### src/rtl/core/qspims_pkg.sv
// Shared types and constants for the quad SPI master shifter.
// Used by qspi_master_shifter; depends on nothing else.
`default_nettype none

package qspims_pkg;

    // Phase operation codes carried in s_tuser
    typedef enum logic [2:0] {
        OP_CMD    = 3'd0,
        OP_ADDR   = 3'd1,
        OP_WRITE  = 3'd2,
        OP_READ   = 3'd3,
        OP_DUMMY  = 3'd4,
        OP_DUPLEX = 3'd5,
        OP_SELECT = 3'd6,
        OP_DESEL  = 3'd7
    } op_t;

    // Bus mode register codes (6 and 7 behave as standard)
    localparam logic [2:0] BUS_STD      = 3'd0;
    localparam logic [2:0] BUS_DUAL_OUT = 3'd1;
    localparam logic [2:0] BUS_DUAL_IO  = 3'd2;
    localparam logic [2:0] BUS_QUAD_OUT = 3'd3;
    localparam logic [2:0] BUS_QUAD_IO  = 3'd4;
    localparam logic [2:0] BUS_QPI      = 3'd5;

    // Lane width of a phase
    typedef enum logic [1:0] {
        LANE_1 = 2'd0,
        LANE_2 = 2'd1,
        LANE_4 = 2'd2
    } lane_t;

    // Sequencer states
    typedef enum logic {
        ST_IDLE = 1'b0,
        ST_RUN  = 1'b1
    } state_t;

    localparam int          MAX_DUMMY   = 32;
    localparam int          CNT_W       = 6;
    localparam logic [3:0]  DIR_RESET   = 4'hD;
    localparam logic [3:0]  LEVEL_RESET = 4'hC;
    localparam int          S_DATA_W    = 80;
    localparam int          M_DATA_W    = 24;

    // io lines used by a lane width
    function automatic logic [3:0] lane_mask(input lane_t w);
        case (w)
            LANE_2:  lane_mask = 4'h3;
            LANE_4:  lane_mask = 4'hF;
            default: lane_mask = 4'h1;
        endcase
    endfunction

    // Clocks to move one byte at a lane width
    function automatic logic [CNT_W-1:0] byte_clocks(input lane_t w);
        case (w)
            LANE_2:  byte_clocks = CNT_W'(4);
            LANE_4:  byte_clocks = CNT_W'(2);
            default: byte_clocks = CNT_W'(8);
        endcase
    endfunction

endpackage

`default_nettype wire

### src/rtl/core/qspi_master_shifter.sv
// Quad SPI master shifter: one phase operation in, one item per serial clock out.
// Depends on qspims_pkg.
// The accepting edge latches the operation; each result item is registered when the run state steps.
// An operation yields N items (1 to 32); the shared
// shift/sample unit produces one item per cycle while m_tready allows.
// Not ready for a new operation until its last item has been produced.
// Reset (aresetn low, synchronous): bus mode standard, io0/io2/io3 driven,
// io1 released, io2 and io3 high, chip deselected, no item pending.
`default_nettype none

module qspi_master_shifter
    import qspims_pkg::*;
(
    input  wire logic                aclk,
    input  wire logic                aresetn,
    // configuration
    input  wire logic                cfg_wr_en,
    input  wire logic [2:0]          cfg_wr_data,   // bus_mode
    // operation input
    input  wire logic                s_tvalid,
    output      logic                s_tready,
    // tx_byte[7:0], address[39:8], address_wide[40], dummy_count[46:41],
    // line_samples[78:47], zero[79]
    input  wire logic [S_DATA_W-1:0] s_tdata,
    input  wire logic [2:0]          s_tuser,       // mode
    // result items
    output      logic                m_tvalid,
    input  wire logic                m_tready,
    // cs_n[0], io_drive[4:1], io_enable[8:5], rx_byte[16:9], zero[23:17]
    output      logic [M_DATA_W-1:0] m_tdata,
    output      logic                m_tuser,       // clock_pulse
    output      logic                m_tlast        // last
);

    // input fields
    op_t         in_op;
    logic [7:0]  in_tx;
    logic [31:0] in_addr;
    logic        in_wide;
    logic [5:0]  in_dummy;
    logic [31:0] in_samples;

    assign in_op      = op_t'(s_tuser);
    assign in_tx      = s_tdata[7:0];
    assign in_addr    = s_tdata[39:8];
    assign in_wide    = s_tdata[40];
    assign in_dummy   = s_tdata[46:41];
    assign in_samples = s_tdata[78:47];

    // state
    state_t            state_reg, state_next;
    logic [2:0]        bus_mode_reg;
    logic [3:0]        dir_reg, dir_next;
    logic [3:0]        level_reg, level_next;
    logic              sel_reg, sel_next;
    lane_t             lane_reg, lane_next;
    logic [31:0]       shift_reg, shift_next;
    logic [31:0]       samp_reg, samp_next;
    logic [7:0]        rx_reg, rx_next;
    logic [CNT_W-1:0]  cnt_reg, cnt_next;
    logic              tx_en_reg, tx_en_next;
    logic              rx_en_reg, rx_en_next;
    logic              clk_en_reg, clk_en_next;

    // output register
    logic              m_valid_reg, m_valid_next;
    logic [M_DATA_W-1:0] m_data_reg, m_data_next;
    logic              m_clk_reg, m_clk_next;
    logic              m_last_reg, m_last_next;

    logic              accept;
    logic              step;
    logic              run_done;

    // lane width per phase from the bus mode
    lane_t lane_cmd, lane_addr, lane_data;

    always_comb begin
        lane_cmd = (bus_mode_reg == BUS_QPI) ? LANE_4 : LANE_1;
        case (bus_mode_reg)
            BUS_DUAL_IO:             lane_addr = LANE_2;
            BUS_QUAD_IO, BUS_QPI:    lane_addr = LANE_4;
            default:                 lane_addr = LANE_1;
        endcase
        case (bus_mode_reg)
            BUS_DUAL_OUT, BUS_DUAL_IO:          lane_data = LANE_2;
            BUS_QUAD_OUT, BUS_QUAD_IO, BUS_QPI: lane_data = LANE_4;
            default:                            lane_data = LANE_1;
        endcase
    end

    // next state
    always_comb begin
        state_next = state_reg;
        unique case (state_reg)
            ST_IDLE: begin
                if (accept) begin
                    state_next = ST_RUN;
                end
            end
            ST_RUN: begin
                if (run_done) begin
                    state_next = ST_IDLE;
                end
            end
            default: state_next = ST_IDLE;
        endcase
    end

    // sequencer outputs
    always_comb begin
        s_tready = 1'b0;
        step     = 1'b0;
        unique case (state_reg)
            ST_IDLE: s_tready = 1'b1;
            ST_RUN:  step     = !m_valid_reg || m_tready;
            default: begin
                s_tready = 1'b0;
                step     = 1'b0;
            end
        endcase
    end

    assign accept   = s_tvalid && s_tready;
    assign run_done = step && (cnt_reg == CNT_W'(1));

    // operation setup and shared shift/sample unit
    always_comb begin
        logic [3:0] m;
        logic [3:0] bits;
        logic [3:0] nib;
        logic [3:0] level_step;
        logic [7:0] rx_step;
        logic [5:0] dummy_sat;

        dir_next    = dir_reg;
        level_next  = level_reg;
        sel_next    = sel_reg;
        lane_next   = lane_reg;
        shift_next  = shift_reg;
        samp_next   = samp_reg;
        rx_next     = rx_reg;
        cnt_next    = cnt_reg;
        tx_en_next  = tx_en_reg;
        rx_en_next  = rx_en_reg;
        clk_en_next = clk_en_reg;

        m_valid_next = m_valid_reg && !m_tready;
        m_data_next  = m_data_reg;
        m_clk_next   = m_clk_reg;
        m_last_next  = m_last_reg;

        dummy_sat = (in_dummy > 6'(MAX_DUMMY)) ? 6'(MAX_DUMMY) : in_dummy;

        // latch an operation and set line directions
        if (accept) begin
            samp_next   = in_samples;
            rx_next     = 8'h00;
            shift_next  = {in_tx, 24'h000000};
            tx_en_next  = 1'b0;
            rx_en_next  = 1'b0;
            clk_en_next = 1'b1;
            lane_next   = LANE_1;
            cnt_next    = CNT_W'(1);
            unique case (in_op)
                OP_CMD: begin
                    lane_next  = lane_cmd;
                    tx_en_next = 1'b1;
                    cnt_next   = byte_clocks(lane_cmd);
                    dir_next   = dir_reg | lane_mask(lane_cmd);
                end
                OP_ADDR: begin
                    lane_next  = lane_addr;
                    tx_en_next = 1'b1;
                    shift_next = in_wide ? in_addr : {in_addr[23:0], 8'h00};
                    // 3 or 4 bytes
                    cnt_next   = in_wide ? CNT_W'({byte_clocks(lane_addr), 2'b00} >> 0)
                                         : CNT_W'(byte_clocks(lane_addr) * 3);
                    dir_next   = dir_reg | lane_mask(lane_addr);
                end
                OP_WRITE: begin
                    lane_next  = lane_data;
                    tx_en_next = 1'b1;
                    cnt_next   = byte_clocks(lane_data);
                    dir_next   = dir_reg | lane_mask(lane_data);
                end
                OP_READ: begin
                    lane_next  = lane_data;
                    rx_en_next = 1'b1;
                    cnt_next   = byte_clocks(lane_data);
                    // single lane listens on io1 only
                    if (lane_data == LANE_1) begin
                        dir_next = dir_reg & ~4'h2;
                    end else begin
                        dir_next = dir_reg & ~lane_mask(lane_data);
                    end
                end
                OP_DUMMY: begin
                    dir_next = 4'h0;
                    if (dummy_sat == 6'd0) begin
                        clk_en_next = 1'b0;
                        cnt_next    = CNT_W'(1);
                    end else begin
                        cnt_next    = dummy_sat;
                    end
                end
                OP_DUPLEX: begin
                    tx_en_next = 1'b1;
                    rx_en_next = 1'b1;
                    cnt_next   = CNT_W'(8);
                    dir_next   = (dir_reg | 4'h1) & ~4'h2;
                end
                OP_SELECT: begin
                    clk_en_next = 1'b0;
                    sel_next    = 1'b0;
                end
                OP_DESEL: begin
                    clk_en_next = 1'b0;
                    sel_next    = 1'b1;
                end
                default: clk_en_next = 1'b0;
            endcase
        end

        // one serial clock per step when the clock is enabled
        m   = lane_mask(lane_reg);
        nib = samp_reg[3:0];
        case (lane_reg)
            LANE_2: begin
                bits    = {2'b00, shift_reg[31:30]};
                rx_step = {rx_reg[5:0], nib[1:0]};
            end
            LANE_4: begin
                bits    = shift_reg[31:28];
                rx_step = {rx_reg[3:0], nib};
            end
            default: begin
                bits    = {3'b000, shift_reg[31]};
                rx_step = {rx_reg[6:0], nib[1]};
            end
        endcase
        level_step = tx_en_reg ? ((level_reg & ~m) | bits) : level_reg;

        if (step) begin
            level_next = level_step;
            if (rx_en_reg) begin
                rx_next = rx_step;
            end
            case (lane_reg)
                LANE_2:  shift_next = {shift_reg[29:0], 2'b00};
                LANE_4:  shift_next = {shift_reg[27:0], 4'h0};
                default: shift_next = {shift_reg[30:0], 1'b0};
            endcase
            samp_next = {4'h0, samp_reg[31:4]};
            cnt_next  = cnt_reg - CNT_W'(1);

            m_valid_next = 1'b1;
            m_clk_next   = clk_en_reg;
            m_last_next  = (cnt_reg == CNT_W'(1));
            m_data_next  = {7'h00,
                            (rx_en_reg && cnt_reg == CNT_W'(1)) ? rx_step : 8'h00,
                            dir_reg,
                            level_step & dir_reg,
                            sel_reg};
        end
    end

    // registers
    always_ff @(posedge aclk) begin
        if (!aresetn) begin
            state_reg    <= ST_IDLE;
            bus_mode_reg <= BUS_STD;
            dir_reg      <= DIR_RESET;
            level_reg    <= LEVEL_RESET;
            sel_reg      <= 1'b1;
            m_valid_reg  <= 1'b0;
            cnt_reg      <= '0;
            tx_en_reg    <= 1'b0;
            rx_en_reg    <= 1'b0;
            clk_en_reg   <= 1'b0;
            lane_reg     <= LANE_1;
        end else begin
            state_reg   <= state_next;
            if (cfg_wr_en) begin
                bus_mode_reg <= cfg_wr_data;
            end
            dir_reg     <= dir_next;
            level_reg   <= level_next;
            sel_reg     <= sel_next;
            m_valid_reg <= m_valid_next;
            cnt_reg     <= cnt_next;
            tx_en_reg   <= tx_en_next;
            rx_en_reg   <= rx_en_next;
            clk_en_reg  <= clk_en_next;
            lane_reg    <= lane_next;
        end
    end

    // payload registers
    always_ff @(posedge aclk) begin
        shift_reg  <= shift_next;
        samp_reg   <= samp_next;
        rx_reg     <= rx_next;
        m_data_reg <= m_data_next;
        m_clk_reg  <= m_clk_next;
        m_last_reg <= m_last_next;
    end

    assign m_tvalid = m_valid_reg;
    assign m_tdata  = m_data_reg;
    assign m_tuser  = m_clk_reg;
    assign m_tlast  = m_last_reg;

endmodule

`default_nettype wire
### config.mk
export PLATFORM = sky130hd
export DESIGN_NAME = qspi_master_shifter
export DESIGN_NICKNAME = d
export VERILOG_FILES = /design/src/rtl/core/qspims_pkg.sv /design/src/rtl/core/qspi_master_shifter.sv
export SDC_FILE = /design/constraint.sdc
export NUM_CORES = 1
export LEC_CHECK = 0
export BUFFER_PORTS_ARGS = -buffer_cell sky130_fd_sc_hd__clkbuf_2
export CORE_ASPECT_RATIO = 1.25
export CORE_MARGIN = 5
export CORE_UTILIZATION = 55
export CTS_BUF_LIST = sky130_fd_sc_hd__clkbuf_4 sky130_fd_sc_hd__clkbuf_8 sky130_fd_sc_hd__clkbuf_16
export CTS_CLUSTER_DIAMETER = 60
export DETAILED_ROUTE_END_ITERATION = 16
export GPL_TIMING_DRIVEN = 0
export PLACE_DENSITY = 0.91
export SETUP_SLACK_MARGIN = 0.1
export SYNTH_ARGS = -nofsm -noshare
export SYNTH_HDL_FRONTEND = slang
export SYNTH_SLANG_ARGS = --single-unit
### constraint.sdc
create_clock -name aclk -period 7.8 [get_ports aclk]
set_clock_uncertainty 0.05 [all_clocks]
set_input_delay 0.78 -clock aclk [delete_from_list [all_inputs] [get_ports aclk]]
set_output_delay 0.78 -clock aclk [all_outputs]
set_load 0.05 [all_outputs]
* Word level (Yosys, flattened, before mapping)
Index checks and enable logic that the tools add are counted.
Word-level totals: register bits after elaboration 116, latch bits 0, memory bits (writable) 0, memory bits (read-only) 0, bits of input ports 91, output and inout port bits 28, logic and storage cells 136, memories 0
Operators by class: $add $sub $neg 1, $mul 1, div/mod/pow operators 0, order comparisons 1, equal/unequal tests 22, shifts and indexed selects 0, mux-type cells 54, bitwise gates (word level) 11, reductions and logical operators 25
Operators with widths (count):
- 32-bit 2-to-1 mux | 4
- 32-bit one-hot mux with 2 select lines | 1
- 4-bit one-hot mux with 2 select lines | 8
- 28-bit 2-to-1 mux | 2
- 4-bit 2-to-1 mux | 11
- 6-bit 2-to-1 mux | 7
- 6-bit one-hot mux with 5 select lines | 1
- 8-bit 2-to-1 mux | 3
- 4-bit one-hot mux with 6 select lines | 1
- 3-bit == test, second input constant | 6
- 4-bit OR | 4
- 8-bit one-hot mux with 2 select lines | 1
- 4-bit bitwise AND | 3
- 3-bit by 2-bit == test with 1-bit output, second input constant | 4
- 2-bit OR reduction | 5
- 2-bit by 1-bit == test with 1-bit output, second input constant | 4
- 2-bit == test, second input constant | 4
- 1-bit 2-to-1 mux | 8
- 4-bit inverter | 2
- 2-bit one-hot mux with 2 select lines | 2
- 3-bit by 1-bit == test with 1-bit output, second input constant | 2
- 6-bit by 1-bit == test with 1-bit output, second input constant | 1
- 6-bit greater-than comparator, second input constant | 1
- 6-bit zero test | 1
- 20 further kinds | 29

* Logic depth before layout (Yosys ltp)
Gate-level depths: netlist of run 1.
word-level depth 12, mapped depth 9, depth with buffers taken out 9

* Least setup slack after synthesis of run 1
Ideal clock, no wire load.
path kind input port to flip-flop, start input port m_tready, end register cnt_reg[0], library setup time 0.125 ns, arrival 2.833 ns, data required time 7.625 ns, setup slack 4.792 ns, stages 4, buffers on the path 0, cells stage by stage nand2b_2 > nand2_2 > nand2_1 > o2111a_1
Between the ends: word-level cells in the longest chain between the ends 3, elaborated cells between the ends (all ways) 4, those cells by class mux: 2; reduce/logical: 2
Ends and longest elaborated chain:
- start, declared | line qspi_master_shifter.sv:28 | input wire logic m_tready,
- 1-bit logical OR * | line qspi_master_shifter.sv:116 | ST_RUN: step = !m_valid_reg || m_tready;
- 1-bit 2-to-1 mux * | line qspi_master_shifter.sv:114 | unique case (state_reg)
- 6-bit 2-to-1 mux / 2-bit nonzero test (equally long branches)
- end signal, assigned | line qspi_master_shifter.sv:291 | cnt_reg <= cnt_next;
- end, declared | line qspi_master_shifter.sv:60 | logic [CNT_W-1:0] cnt_reg, cnt_next;
Every way passes the cells marked *; elsewhere a longest branch is shown, timed or not. A chain may end at the register's enable or synchronous reset.

* Final worst setup path of run 1
start register bus_mode_reg[0], end register dir_reg[2]
Between the ends: word-level cells in the longest chain between the ends 12, elaborated cells between the ends (all ways) 39, those cells by class eq/ne: 12; mux: 17; bitwise: 5; reduce/logical: 5
Ends and longest elaborated chain:
- start, declared | line qspi_master_shifter.sv:52 | logic [2:0] bus_mode_reg;
- start signal, assigned | line qspi_master_shifter.sv:285 | bus_mode_reg <= cfg_wr_data;
- 3-bit == test (tied with other cells) | line qspi_master_shifter.sv:79, qspi_master_shifter.sv:80, qspi_master_shifter.sv:85
- 3-bit OR reduction / 2-bit OR reduction (equally long branches) | line qspi_master_shifter.sv:85 | case (bus_mode_reg)
- 2-bit one-hot mux with 2 select lines | line qspi_master_shifter.sv:85
- 2-bit == test / 2-bit by 1-bit == test with 1-bit output (equally long branches) | line qspims_pkg.sv:49 | case (w)
- 4-bit one-hot mux with 2 select lines | line qspims_pkg.sv:49
- 4-bit 2-to-1 mux | line qspi_master_shifter.sv:192 | if (lane_data == LANE_1) begin
- 4-bit 2-to-1 mux | line qspi_master_shifter.sv:165 | unique case (in_op)
- 4-bit 2-to-1 mux | line qspi_master_shifter.sv:156 | if (accept) begin
- 4-bit inverter | line qspi_master_shifter.sv:195 | dir_next = dir_reg & ~lane_mask(lane_data);
- 4-bit bitwise AND | line qspi_master_shifter.sv:195
- 4-bit 2-to-1 mux | line qspi_master_shifter.sv:192
- 4-bit one-hot mux with 6 select lines | line qspi_master_shifter.sv:165
- end signal, assigned | line qspi_master_shifter.sv:287 | dir_reg <= dir_next;
- end, declared | line qspi_master_shifter.sv:53 | logic [3:0] dir_reg, dir_next;
Parallel ways exist; a longest one is shown, timed or not. The select of a mux whose other input is x is not followed.

==> results of run 1 <==
## synth_stat cells (3+ instances only)
cell type  number  area (sq um)
a21oi_1        14          70.1
a221o_1        35           350
buf_4          13          97.6
dfxtp_1        36           721
a31oi_1         3          18.8
inv_1          12          45.0
and3_1          3          18.8
ha_1            8           100
buf_2          22           110
buf_1           3          11.3
mux2i_1        33           330
o22ai_1        18           113
edfxtp_1       79          2370
nand2b_1        7          43.8
a21boi_0        3          22.5
a22oi_1         5          37.5
o211ai_1       12          90.1
nand2_1       121           454
o21ai_0        62           310
clkbuf_1       19          71.3
o2bb2ai_1       6          52.6
nand3_1        18          90.1
nor2b_1         9          56.3
nor2_1         26          97.6
## where the power goes
group / leakage, nW / internal [mW] / switching [mW]
clock network: 0.323 / 0.604 / 0.274
registers: 1.07 / 0.730 / 0.0399
logic: 1.77 / 0.0914 / 0.173
total: 3.16 / 1.42 / 0.487
## per-layer routing
metal	vias up	part of all wire (%)	GRT usage [%]
met5	-	0	0
met4	0	4.0	13.7
met3	69	8.3	5.89
met2	365	50	44.6
met1	2617	37	30.5
li1	2566	-	-
## area by class of cell
class	instances	area [sq um]	share of cell area [%]
timing repair buffer	108	556	7.38
inverter	14	52.6	0.698
tap	135	169	2.24
multi-input combinational	437	2700	35.9
clock inverter	12	210	2.79
buffer	58	297	3.94
sequential	115	3090	41.1
clock buffer	20	448	5.95
## cells by family after synthesis
kind of cell | count (synthesis) | synth area share [%]
AND/OR/NAND/NOR | 204 | 15.1
AO/OA/AOI/OAI | 183 | 21.2
flip-flops | 115 | 50.6
buffers and inverters | 72 | 5.69
multiplexers | 34 | 5.59
adder cells (fa/ha/maj) | 8 | 1.64
other | 1 | 0.0613
XOR/XNOR | 1 | 0.143
## worst min path at each step
stage | from | end | slack (ns) | cells past startpoint
after global routing | clk_en_reg | m_tuser | 0.40 | 0
after CTS | clk_en_reg | m_tuser | 0.38 | 0
final | clk_en_reg | m_tuser | 0.39 | 0
after global placement | clk_en_reg | m_tuser | 0.36 | 0
after floorplan | clk_en_reg | m_tuser | 0.35 | 0
after detailed placement | clk_en_reg | m_tuser | 0.37 | 0
## stage by stage
stage / power [mW] / area (sq um) / util (%) / std cells
floorplan: 0.942 / 6140 / - / 624
global placement: 1.02 / 6840 / 62.3 / 866
detailed placement: 1.03 / 6870 / 62.6 / 867
CTS: 1.90 / 7520 / 68.5 / 899
global route: 1.97 / 7520 / 68.6 / 899
finish: 1.91 / 7520 / 68.6 / 899
==> summary.md, run 1 <==
| Metric | Value |
|---|---|
| Status | `finished, final reports clean` |
| Clock root buffer | `clkbuf_16` |
| Core Area | `roughly 0.011 sq mm` |
| Clk buf depth | `2` |
| DR vias | `approximately 5600` |
| CTS Buf Count | `17` |
| Antenna cells | `0` |
| Setup Fix Bufs, Post-CTS | `0` |
| Antenna viol nets, final | `0` |
| Clock Sinks | `115` |
| RR Endpoint | `dir_reg[2]` |
| Commonest non-fill, non-tap cell in the layout | `nand2_1` |
| Async SR Flop Fraction | `0%` |
| Row cnt | `43` |
| Power Density | `~250 mW/mm^2` |
| Die W | `between 100 and 150 um` |
| CP max FO | `8` |
| Slowest-stage cell, CP | `or4_1` |
| CTS tree | `done` |
| Count of cell types in the netlist | `59` |
| Number of port buffers | `approximately 110` |
| CP top delay family | `simple AND/OR/NAND/NOR gates` |
| Vias in the first global route | `5619` |
| Worst R2R Start | `bus_mode_reg[0]` |
| Levels on crit path | `8` |
| TNS Setup | `0 ns` |
| Peak VDD IR | `around 0.00020 V` |
| RSZ-0062 raised after global routing | `no` |
| Setup-failing EPs final | `0` |
| Pin count of the biggest net entering global routing | `39` |
| Synth warn | `0` |
| Worst Tran Pin Value | `roughly 0.7 ns` |
| Synthesized area | `between 0.006 and 0.007 sq mm` |
| Overflow left after global routing | `0` |
| FF-to-FF path depth | `8` |
| Main synth FF type | `edfxtp_1` |
| Via density | `approximately 6.2` |
| Htree depth | `4` |
| Setup crit start | `bus_mode_reg[0]` |
| Routed wire length | `between 15 and 20 mm` |
| Tmin final | `around 2.3 ns` |
| Die Height | `about 130 um` |
| Capture point of the worst path | `dir_reg[2]` |
| Max-cap viol count | `0` |
| GRT Total Usage | `between 20% and 30%` |
| # resized after CTS | `0` |
| Initial core utilization | `a little under three fifths` |
| Layout cells sized above 1 | `between 20% and 30%` |
| Area Overhead vs Synth | `23.0%` |
| Routed length per placed instance | `roughly 20 um` |
| # IOs | `119` |
| Post-synth EDFFs | `a little under 80` |
| CP required | `approximately 8 ns` |
| Crit path cell chain | `buf_2 -> xnor2_1 -> nor2_1 -> inv_1 -> ha_1 -> or4_1 -> o32ai_1 -> a22oi_1` |
| Die ar. | `0.0133 sq mm` |
| Worst EP arrival | `2.57 ns` |
| Residual DRC | `0` |
| FF+latch count, synth | `approximately 120` |
| Worst-path clk slew | `around 0.060 ns` |
| Hold Crit Class | `flop to flop` |
| Leak | `3.16 nW` |
| Crit path buffers/inverters | `2` |
| Period utilisation layout | `between 30% and 40%` |
| Worst hold slack | `slightly below 0.4 ns` |
| R2R setup slack | `between 5 and 6 ns` |
| Mapped Cells | `roughly 620` |
| Initial antenna violation count | `0` |
| RePlAce Congestion | `0.920` |
| Dpl ws | `about 4.8 ns` |
| CP peak stage delay | `approximately 0.50 ns` |
| Slew HR | `54.4%` |
| WS Path Type | `flop to flop` |
| Syn avg cell area | `around 9.9 sq um` |
| FILL cells | `840` |
| Crit. End Element | `flop` |
| Final hold vios | `0` |
| Final net count | `850` |
| Fmax | `roughly 0.43 GHz` |
| CP Launch Type | `flop` |
| Hold_buf cts | `0` |
| Slew Viols, Final | `0` |
| 1st-iter DRT viols | `about 610` |
| DP HPWL | `12.2 mm` |
| Global-route wire length before repair | `about 28 mm` |
| DR pass1 iterations | `5` |
| Register area share after synthesis | `50.6%` |
| Worst-Skew Late Latency | `between 0.4 and 0.5 ns` |
| Setup WS post-layout | `roughly 5.5 ns` |
| Commonest non-fill, non-tap cells in the layout | `nand2_1 (120), clkbuf_2 (109), edfxtp_1 (79)` |
Note: power is estimated with default switching activity, not from simulation.
==> inputs of run 2 (changes only) <==
--- a/config.mk
+++ b/config.mk
@@ -8,12 +8,12 @@
 export BUFFER_PORTS_ARGS = -buffer_cell sky130_fd_sc_hd__clkbuf_2
 export CORE_ASPECT_RATIO = 1.25
 export CORE_MARGIN = 5
-export CORE_UTILIZATION = 55
+export CORE_UTILIZATION = 50
 export CTS_BUF_LIST = sky130_fd_sc_hd__clkbuf_4 sky130_fd_sc_hd__clkbuf_8 sky130_fd_sc_hd__clkbuf_16
 export CTS_CLUSTER_DIAMETER = 60
 export DETAILED_ROUTE_END_ITERATION = 16
 export GPL_TIMING_DRIVEN = 0
-export PLACE_DENSITY = 0.91
+export PLACE_DENSITY = 0.87
 export SETUP_SLACK_MARGIN = 0.1
 export SYNTH_ARGS = -nofsm -noshare
 export SYNTH_HDL_FRONTEND = slang
==> constraint.sdc (replaced) <==
create_clock -name aclk -period 1.9 [get_ports aclk]
set_clock_uncertainty 0.05 [all_clocks]
set_input_delay 0.19 -clock aclk [delete_from_list [all_inputs] [get_ports aclk]]
set_output_delay 0.19 -clock aclk [all_outputs]
set_load 0.05 [all_outputs]
==> summary.md, run 2 (synthesis results as in run 1) <==
| Metric | Value |
|---|---|
| Commonest non-fill, non-tap cells in the layout | `nand2_1 (119), clkbuf_2 (110), edfxtp_1 (79) (was nand2_1 (120), clkbuf_2 (109), edfxtp_1 (79))` |
| Tmin final | `1.89 ns (was 2.34 ns)` |
| CP Launch Type | `flop (unchanged)` |
| Design Power | `7.37 mW (was 1.91 mW)` |
| Fmax | `0.530 GHz (was 0.427 GHz)` |
| Slowest-stage cell, CP | `dfxtp_4 (was or4_1)` |
| Dpl ws | `-0.241 ns (was 4.76 ns)` |
| Global-route wire length before repair | `28.0 mm (was 27.9 mm)` |
| Die Height | `134 um (was 128 um)` |
| Clock root buffer | `clkbuf_16 (unchanged)` |
| DR vias | `5750 (was 5617)` |
| Peak VDD IR | `0.000595 V (was 0.000198 V)` |
| 1st-iter DRT viols | `597 (was 612)` |
| RSZ-0062 raised after global routing | `yes (was no)` |
| Layout cells sized above 1 | `30.1% (was 24.3%)` |
| Power Density | `910 mW/mm^2 (was 254 mW/mm^2)` |
| # IOs | `119 (unchanged)` |
| Initial core utilization | `50.8% (was 55.7%)` |
| CTS Buf Count | `17 (unchanged)` |
| Register area | `0.00311 sq mm (was 0.00309 sq mm)` |
| Antenna cells | `0 (unchanged)` |
| Setup WS post-layout | `0.0128 ns (was 5.46 ns)` |
| Crit path cell chain | `and2b_1 -> inv_2 -> nand2_2 -> inv_2 -> ha_4 -> buf_4 -> nand2b_1 -> o22ai_1 -> a21oi_1 -> o41ai_1 (was buf_2 -> xnor2_1 -> nor2_1 -> inv_1 -> ha_1 -> or4_1 -> o32ai_1 -> a22oi_1)` |
| Final net count | `889 (was 850)` |
| Die W | `109 um (was 104 um)` |
| Worst Tran Pin Value | `0.599 ns (was 0.685 ns)` |
| Routed length per placed instance | `18.5 um (was 19.5 um)` |
| CP peak stage delay | `0.36 ns (was 0.50 ns)` |
| Core Area | `0.0120 sq mm (was 0.0110 sq mm)` |
| Crit. End Element | `flop (unchanged)` |
| Worst-path clk slew | `0.06 ns (about the same)` |
| CP max FO | `5 (was 8)` |
| Area of the multi-input gates | `0.00288 sq mm (was 0.00270 sq mm)` |
| Slew Viols, Final | `0 (unchanged)` |
| Clk buf depth | `2 (unchanged)` |
| Worst hold slack | `-0.00268 ns (was 0.386 ns)` |
| Via density | `5.95 (was 6.25)` |
| Failing checks | `negative hold slack` |
| Status | `finished, violations left (was finished, final reports clean)` |
| Hold Crit Class | `input port to flop (was flop to flop)` |
| Worst EP arrival | `2.14 ns (was 2.57 ns)` |
| DR pass1 iterations | `5 (unchanged)` |
| Max-cap viol count | `0 (unchanged)` |
| Period utilisation layout | `99.3% (was 30.0%)` |
| Pin count of the biggest net entering global routing | `62 (was 39)` |
| Leak | `3.36 nW (was 3.16 nW)` |
| Final hold vios | `2 (was 0)` |
| Number of port buffers | `107 (unchanged)` |
| Vias in the first global route | `5768 (was 5619)` |
| Initial antenna violation count | `0 (unchanged)` |
| Overflow left after global routing | `0 (unchanged)` |
| DP HPWL | `11.8 mm (was 12.2 mm)` |
| Row cnt | `45 (was 43)` |
| Clock Sinks | `115 (unchanged)` |
| CTS tree | `done (unchanged)` |
| Htree depth | `4 (unchanged)` |
| FILL cells | `911 (was 840)` |
| Setup-failing EPs final | `0 (unchanged)` |
| Die ar. | `0.0146 sq mm (was 0.0133 sq mm)` |
| Worst-Skew Late Latency | `0.42 ns (was 0.43 ns)` |
| CP most frequent cell | `inv_2` |
| Residual DRC | `0 (unchanged)` |
| Slew HR | `60.1% (was 54.4%)` |
| WS Path Type | `flop to flop (unchanged)` |
| GRT Total Usage | `24.7% (was 26.1%)` |
| Antenna viol nets, final | `0 (unchanged)` |
| Routed wire length | `17.9 mm (was 17.5 mm)` |
| CP required | `2.16 ns (was 8.03 ns)` |
| RePlAce Congestion | `0.958 (was 0.920)` |
| Commonest non-fill, non-tap cell in the layout | `nand2_1 (unchanged)` |
| Area Overhead vs Synth | `32.5% (was 23.0%)` |
[run 2: cell count changes in the layout (fill, tap and decap cells not counted), moves of 4 or more]
cell | previous run | this run
buf_2 | 22 | 16
dlygate4sd3_1 | 0 | 27
bufinv_16 | 6 | 1
clkbuf_1 | 18 | 7
ha_1 | 8 | 4
o21ai_0 | 62 | 40
o21ai_1 | 0 | 18
buf_4 | 13 | 30
clkinvlp_4 | 1 | 7
dfxtp_1 | 36 | 31
clkinv_4 | 0 | 4
buf_6 | 0 | 9
o21ai_2 | 0 | 4
[run 2: what timing repair did]
action | in CTS | in global routing
pin swaps | 9 | 7
cloned | 0 | 2
hold endpoints to repair | 27 | 0
setup buffers | 11 | 1
setup endpoints to repair | 137 | 114
hold buffers | 27 | 0
resized for setup | 40 | 77
[run 2: cell type report]
cell class | count | area share [%]
Buffer | 57 | 4.72
Clock buffer | 17 | 5.25
Clock inverter | 15 | 1.68
Inverter | 14 | 0.695
Multi-Input combinational cell | 438 | 35.6
Sequential cell | 115 | 38.3
Tap cell | 164 | 2.53
Timing Repair Buffer | 147 | 11.2
[run 2: worst max-delay path: cells and delay by family (launching register included)]
kind | cells | cell delay, ns
fa+ha+maj | 1 | 0.15
flops | 1 | 0.36
buf+inv | 3 | 0.25
compound gates | 3 | 0.50
simple gates | 3 | 0.45
[run 2: through the flow]
stage	hold WS, ns	utilization, %	setup TNS, ns	area, sq um	instances
4_1_cts	0.000319	66.0	0	7960	965
5_1_grt	0.00162	67.3	-0.204	8110	967
2_1_floorplan	0.249	-	0	6170	624
3_5_place_dp	0.357	57.4	-0.947	6920	895
3_3_place_gp	0.358	57.4	-0.679	6920	895
6_report	-0.00268	67.3	0	8110	967
[run 2: layer usage]
layer	vias up	track usage, %	wire length, um
met5	-	0	0
met4	0	15.4	1080
met3	89	5.38	1220
met2	319	40.8	8770
met1	2699	28.6	6810
li1	2643	-	-
[run 2: worst paths after layout]
kind              depth (start not counted)  slack (ns)            to             from
setup / recovery                         10        0.01   lane_reg[1]  bus_mode_reg[1]
hold / removal                            3      -0.003  samp_reg[25]      s_tdata[72]
setup reg to reg                         10        0.01   lane_reg[1]  bus_mode_reg[1]
hold reg to reg                           0        0.39    m_tdata[0]          sel_reg
[run 2: power by group]
part           leakage, nW  total, mW  switching, mW  internal, mW
Sequential            1.08       3.16          0.163          2.99
Combinational         2.03       1.23          0.756         0.473
Clock                0.256       2.99           1.19          1.80
==> inputs of run 3 (changes only) <==
--- a/config.mk
+++ b/config.mk
@@ -6,7 +6,7 @@
 export NUM_CORES = 1
 export LEC_CHECK = 0
 export BUFFER_PORTS_ARGS = -buffer_cell sky130_fd_sc_hd__clkbuf_2
-export CORE_ASPECT_RATIO = 1.25
+export CORE_ASPECT_RATIO = 0.6
 export CORE_MARGIN = 5
 export CORE_UTILIZATION = 50
 export CTS_BUF_LIST = sky130_fd_sc_hd__clkbuf_4 sky130_fd_sc_hd__clkbuf_8 sky130_fd_sc_hd__clkbuf_16
==> summary.md, run 3 (synthesis results as in run 1) <==
| Metric | Value |
|---|---|
| Via density | `6.12 (was 5.95)` |
| Global-route wire length before repair | `28.2 mm (was 28.0 mm)` |
| Antenna viol nets, final | `0 (unchanged)` |
| WS Path Type | `flop to flop (unchanged)` |
| FF-to-FF path depth | `8 (was 10)` |
| CP peak stage delay | `0.49 ns (was 0.36 ns)` |
| GRT Total Usage | `24.6% (was 24.7%)` |
| Crit. End Element | `flop (unchanged)` |
| CP top delay family | `simple AND/OR/NAND/NOR gates (was compound AO/OA/AOI/OAI gates)` |
| Worst-Skew Late Latency | `0.41 ns (was 0.42 ns)` |
| Fin util | `66.1% (was 67.3%)` |
| Crit path buffers/inverters | `2 (was 3)` |
| Final net count | `877 (was 889)` |
| Setup-failing EPs final | `0 (unchanged)` |
| Core Area | `0.0120 sq mm (about the same)` |
| Row cnt | `31 (was 45)` |
| Levels on crit path | `8 (was 10)` |
| Routed wire length | `19.0 mm (was 17.9 mm)` |
| Die W | `153 um (was 109 um)` |
| Max-cap viol count | `0 (unchanged)` |
| Leak | `3.32 nW (was 3.36 nW)` |
| Clock root buffer | `clkbuf_16 (unchanged)` |
| Worst-path clk slew | `0.06 ns (about the same)` |
| Crit path cell chain | `and2b_1 -> inv_2 -> nand2_2 -> inv_2 -> ha_4 -> or4_4 -> o32ai_4 -> a22oi_1 (was and2b_1 -> inv_2 -> nand2_2 -> inv_2 -> ha_4 -> buf_4 -> nand2b_1 -> o22ai_1 -> a21oi_1 -> o41ai_1)` |
| Worst EP arrival | `2.09 ns (was 2.14 ns)` |
| # IOs | `119 (unchanged)` |
| DP HPWL | `12.8 mm (was 11.8 mm)` |
| Final Cell Area | `0.00795 sq mm (was 0.00811 sq mm)` |
| Met3 usage in global routing | `5.80% (was 5.38%)` |
| # placed instances | `896 (was 895)` |
| Worst Tran Pin Value | `0.542 ns (was 0.599 ns)` |
| Slew HR | `63.8% (was 60.1%)` |
| CP most frequent cell | `inv_2 (unchanged)` |
| CP Launch Type | `flop (unchanged)` |
| Residual DRC | `0 (unchanged)` |
| DR pass1 iterations | `6 (was 5)` |
| CP max FO | `6 (was 5)` |
| Post-Layout Cell Count | `956 (was 967)` |
| Antenna cells | `0 (unchanged)` |
| Commonest non-fill, non-tap cells in the layout | `nand2_1 (119), clkbuf_2 (109), edfxtp_1 (79) (was nand2_1 (119), clkbuf_2 (110), edfxtp_1 (79))` |
| Peak VDD IR | `0.000618 V (was 0.000595 V)` |
| R2R setup slack | `0.03 ns (was 0.01 ns)` |
| Final hold vios | `0 (was 2)` |
| Grt met2 use | `35.6% (was 40.8%)` |
| CP required | `2.12 ns (was 2.16 ns)` |
| Number of port buffers | `107 (unchanged)` |
| Most Used Layer, Global Route | `met1 (was met2)` |
| Overflow left after global routing | `0 (unchanged)` |
| Htree depth | `4 (unchanged)` |
| Clk buf depth | `2 (unchanged)` |
| Vias in the first global route | `5327 (was 5768)` |
| Die ar. | `0.0146 sq mm (about the same)` |
| DR vias | `5855 (was 5750)` |
| Die Height | `95.7 um (was 134 um)` |
| Hold Crit Class | `input port to flop (unchanged)` |
| 1st-iter DRT viols | `822 (was 597)` |
| CTS Buf Count | `17 (unchanged)` |
| Fmax | `0.535 GHz (was 0.530 GHz)` |
| Tmin final | `1.87 ns (was 1.89 ns)` |
| Commonest non-fill, non-tap cell in the layout | `nand2_1 (unchanged)` |
| Area Overhead vs Synth | `29.9% (was 32.5%)` |
| Worst hold slack | `0.00964 ns (was -0.00268 ns)` |
| Dpl cell area | `0.00692 sq mm (about the same)` |
| RSZ-0062 raised after global routing | `yes (unchanged)` |
| Routed length per placed instance | `19.8 um (was 18.5 um)` |
| Status | `finished, final reports clean (was finished, violations left)` |
| Hold depth | `3 (unchanged)` |
| Met1 usage in global routing | `36.6% (was 28.6%)` |
| Initial core utilization | `50.9% (was 50.8%)` |
| Clock Sinks | `115 (unchanged)` |
| Initial antenna violation count | `0 (unchanged)` |
| Power Density | `930 mW/mm^2 (was 910 mW/mm^2)` |
| CTS tree | `done (unchanged)` |
| RePlAce Congestion | `0.902 (was 0.958)` |
| Slowest-stage cell, CP | `or4_4 (was dfxtp_4)` |
| Slew Viols, Final | `0 (unchanged)` |
| Pin count of the biggest net entering global routing | `32 (was 62)` |
| Period utilisation layout | `98.4% (was 99.3%)` |
| Layout cells sized above 1 | `30.1% (about the same)` |
run 3: repair_timing:
action | CTS | global route
pin swaps | 6 | 3
hold buffers | 12 | 0
gates cloned | 1 | 6
hold endpoints to repair | 12 | 0
resized for setup | 41 | 78
buffers inserted | 3 | 6
endpoints found under the setup margin | 137 | 129
run 3: per-layer routing:
layer | vias to the layer above | share of wire (%)
met5 | - | 0
met4 | 0 | 1.7
met3 | 44 | 13
met2 | 430 | 41
met1 | 2757 | 44
li1 | 2624 | -
run 3: worst paths after layout:
kind                   start            to
min              s_tdata[68]  samp_reg[21]
max reg2reg  bus_mode_reg[1]    dir_reg[2]
min reg2reg       clk_en_reg       m_tuser
max          bus_mode_reg[1]    dir_reg[2]
run 3: area by class of cell:
type / instances / area, sq um
Fill cell: 968 / 4080
Sequential cell: 115 / 3100
Multi-Input combinational cell: 438 / 2850
Timing Repair Buffer: 133 / 767
Clock buffer: 17 / 425
Buffer: 58 / 399
Tap cell: 165 / 206
Clock inverter: 15 / 134
Inverter: 14 / 56.3
Timing Repair inverter: 1 / 7.51
run 3: through the flow:
| stage | setup WS, ns | setup TNS, ns | total power, mW |
|---|---|---|---|
| global route | -0.0532 | -0.171 | 7.64 |
| CTS | 0.0178 | 0 | 7.31 |
| floorplan | 0.0106 | 0 | 3.87 |
| global placement | -0.212 | -0.993 | 4.23 |
| finish | 0.0306 | 0 | 7.39 |
| detailed placement | -0.261 | -1.86 | 4.26 |
run 3: where the power goes:
group	internal, mW	switching [mW]
clock	1.80	1.21
sequential	2.99	0.171
combinational	0.441	0.767
total	5.24	2.15
run 3: worst register-to-register path, cell delays in order, from the launching register on:
cell and delay, ns:
dfxtp_4 0.36, and2b_1 0.22, inv_2 0.04, nand2_2 0.06, inv_2 0.06, ha_4 0.17, or4_4 0.49, o32ai_4 0.14
a22oi_1 0.13
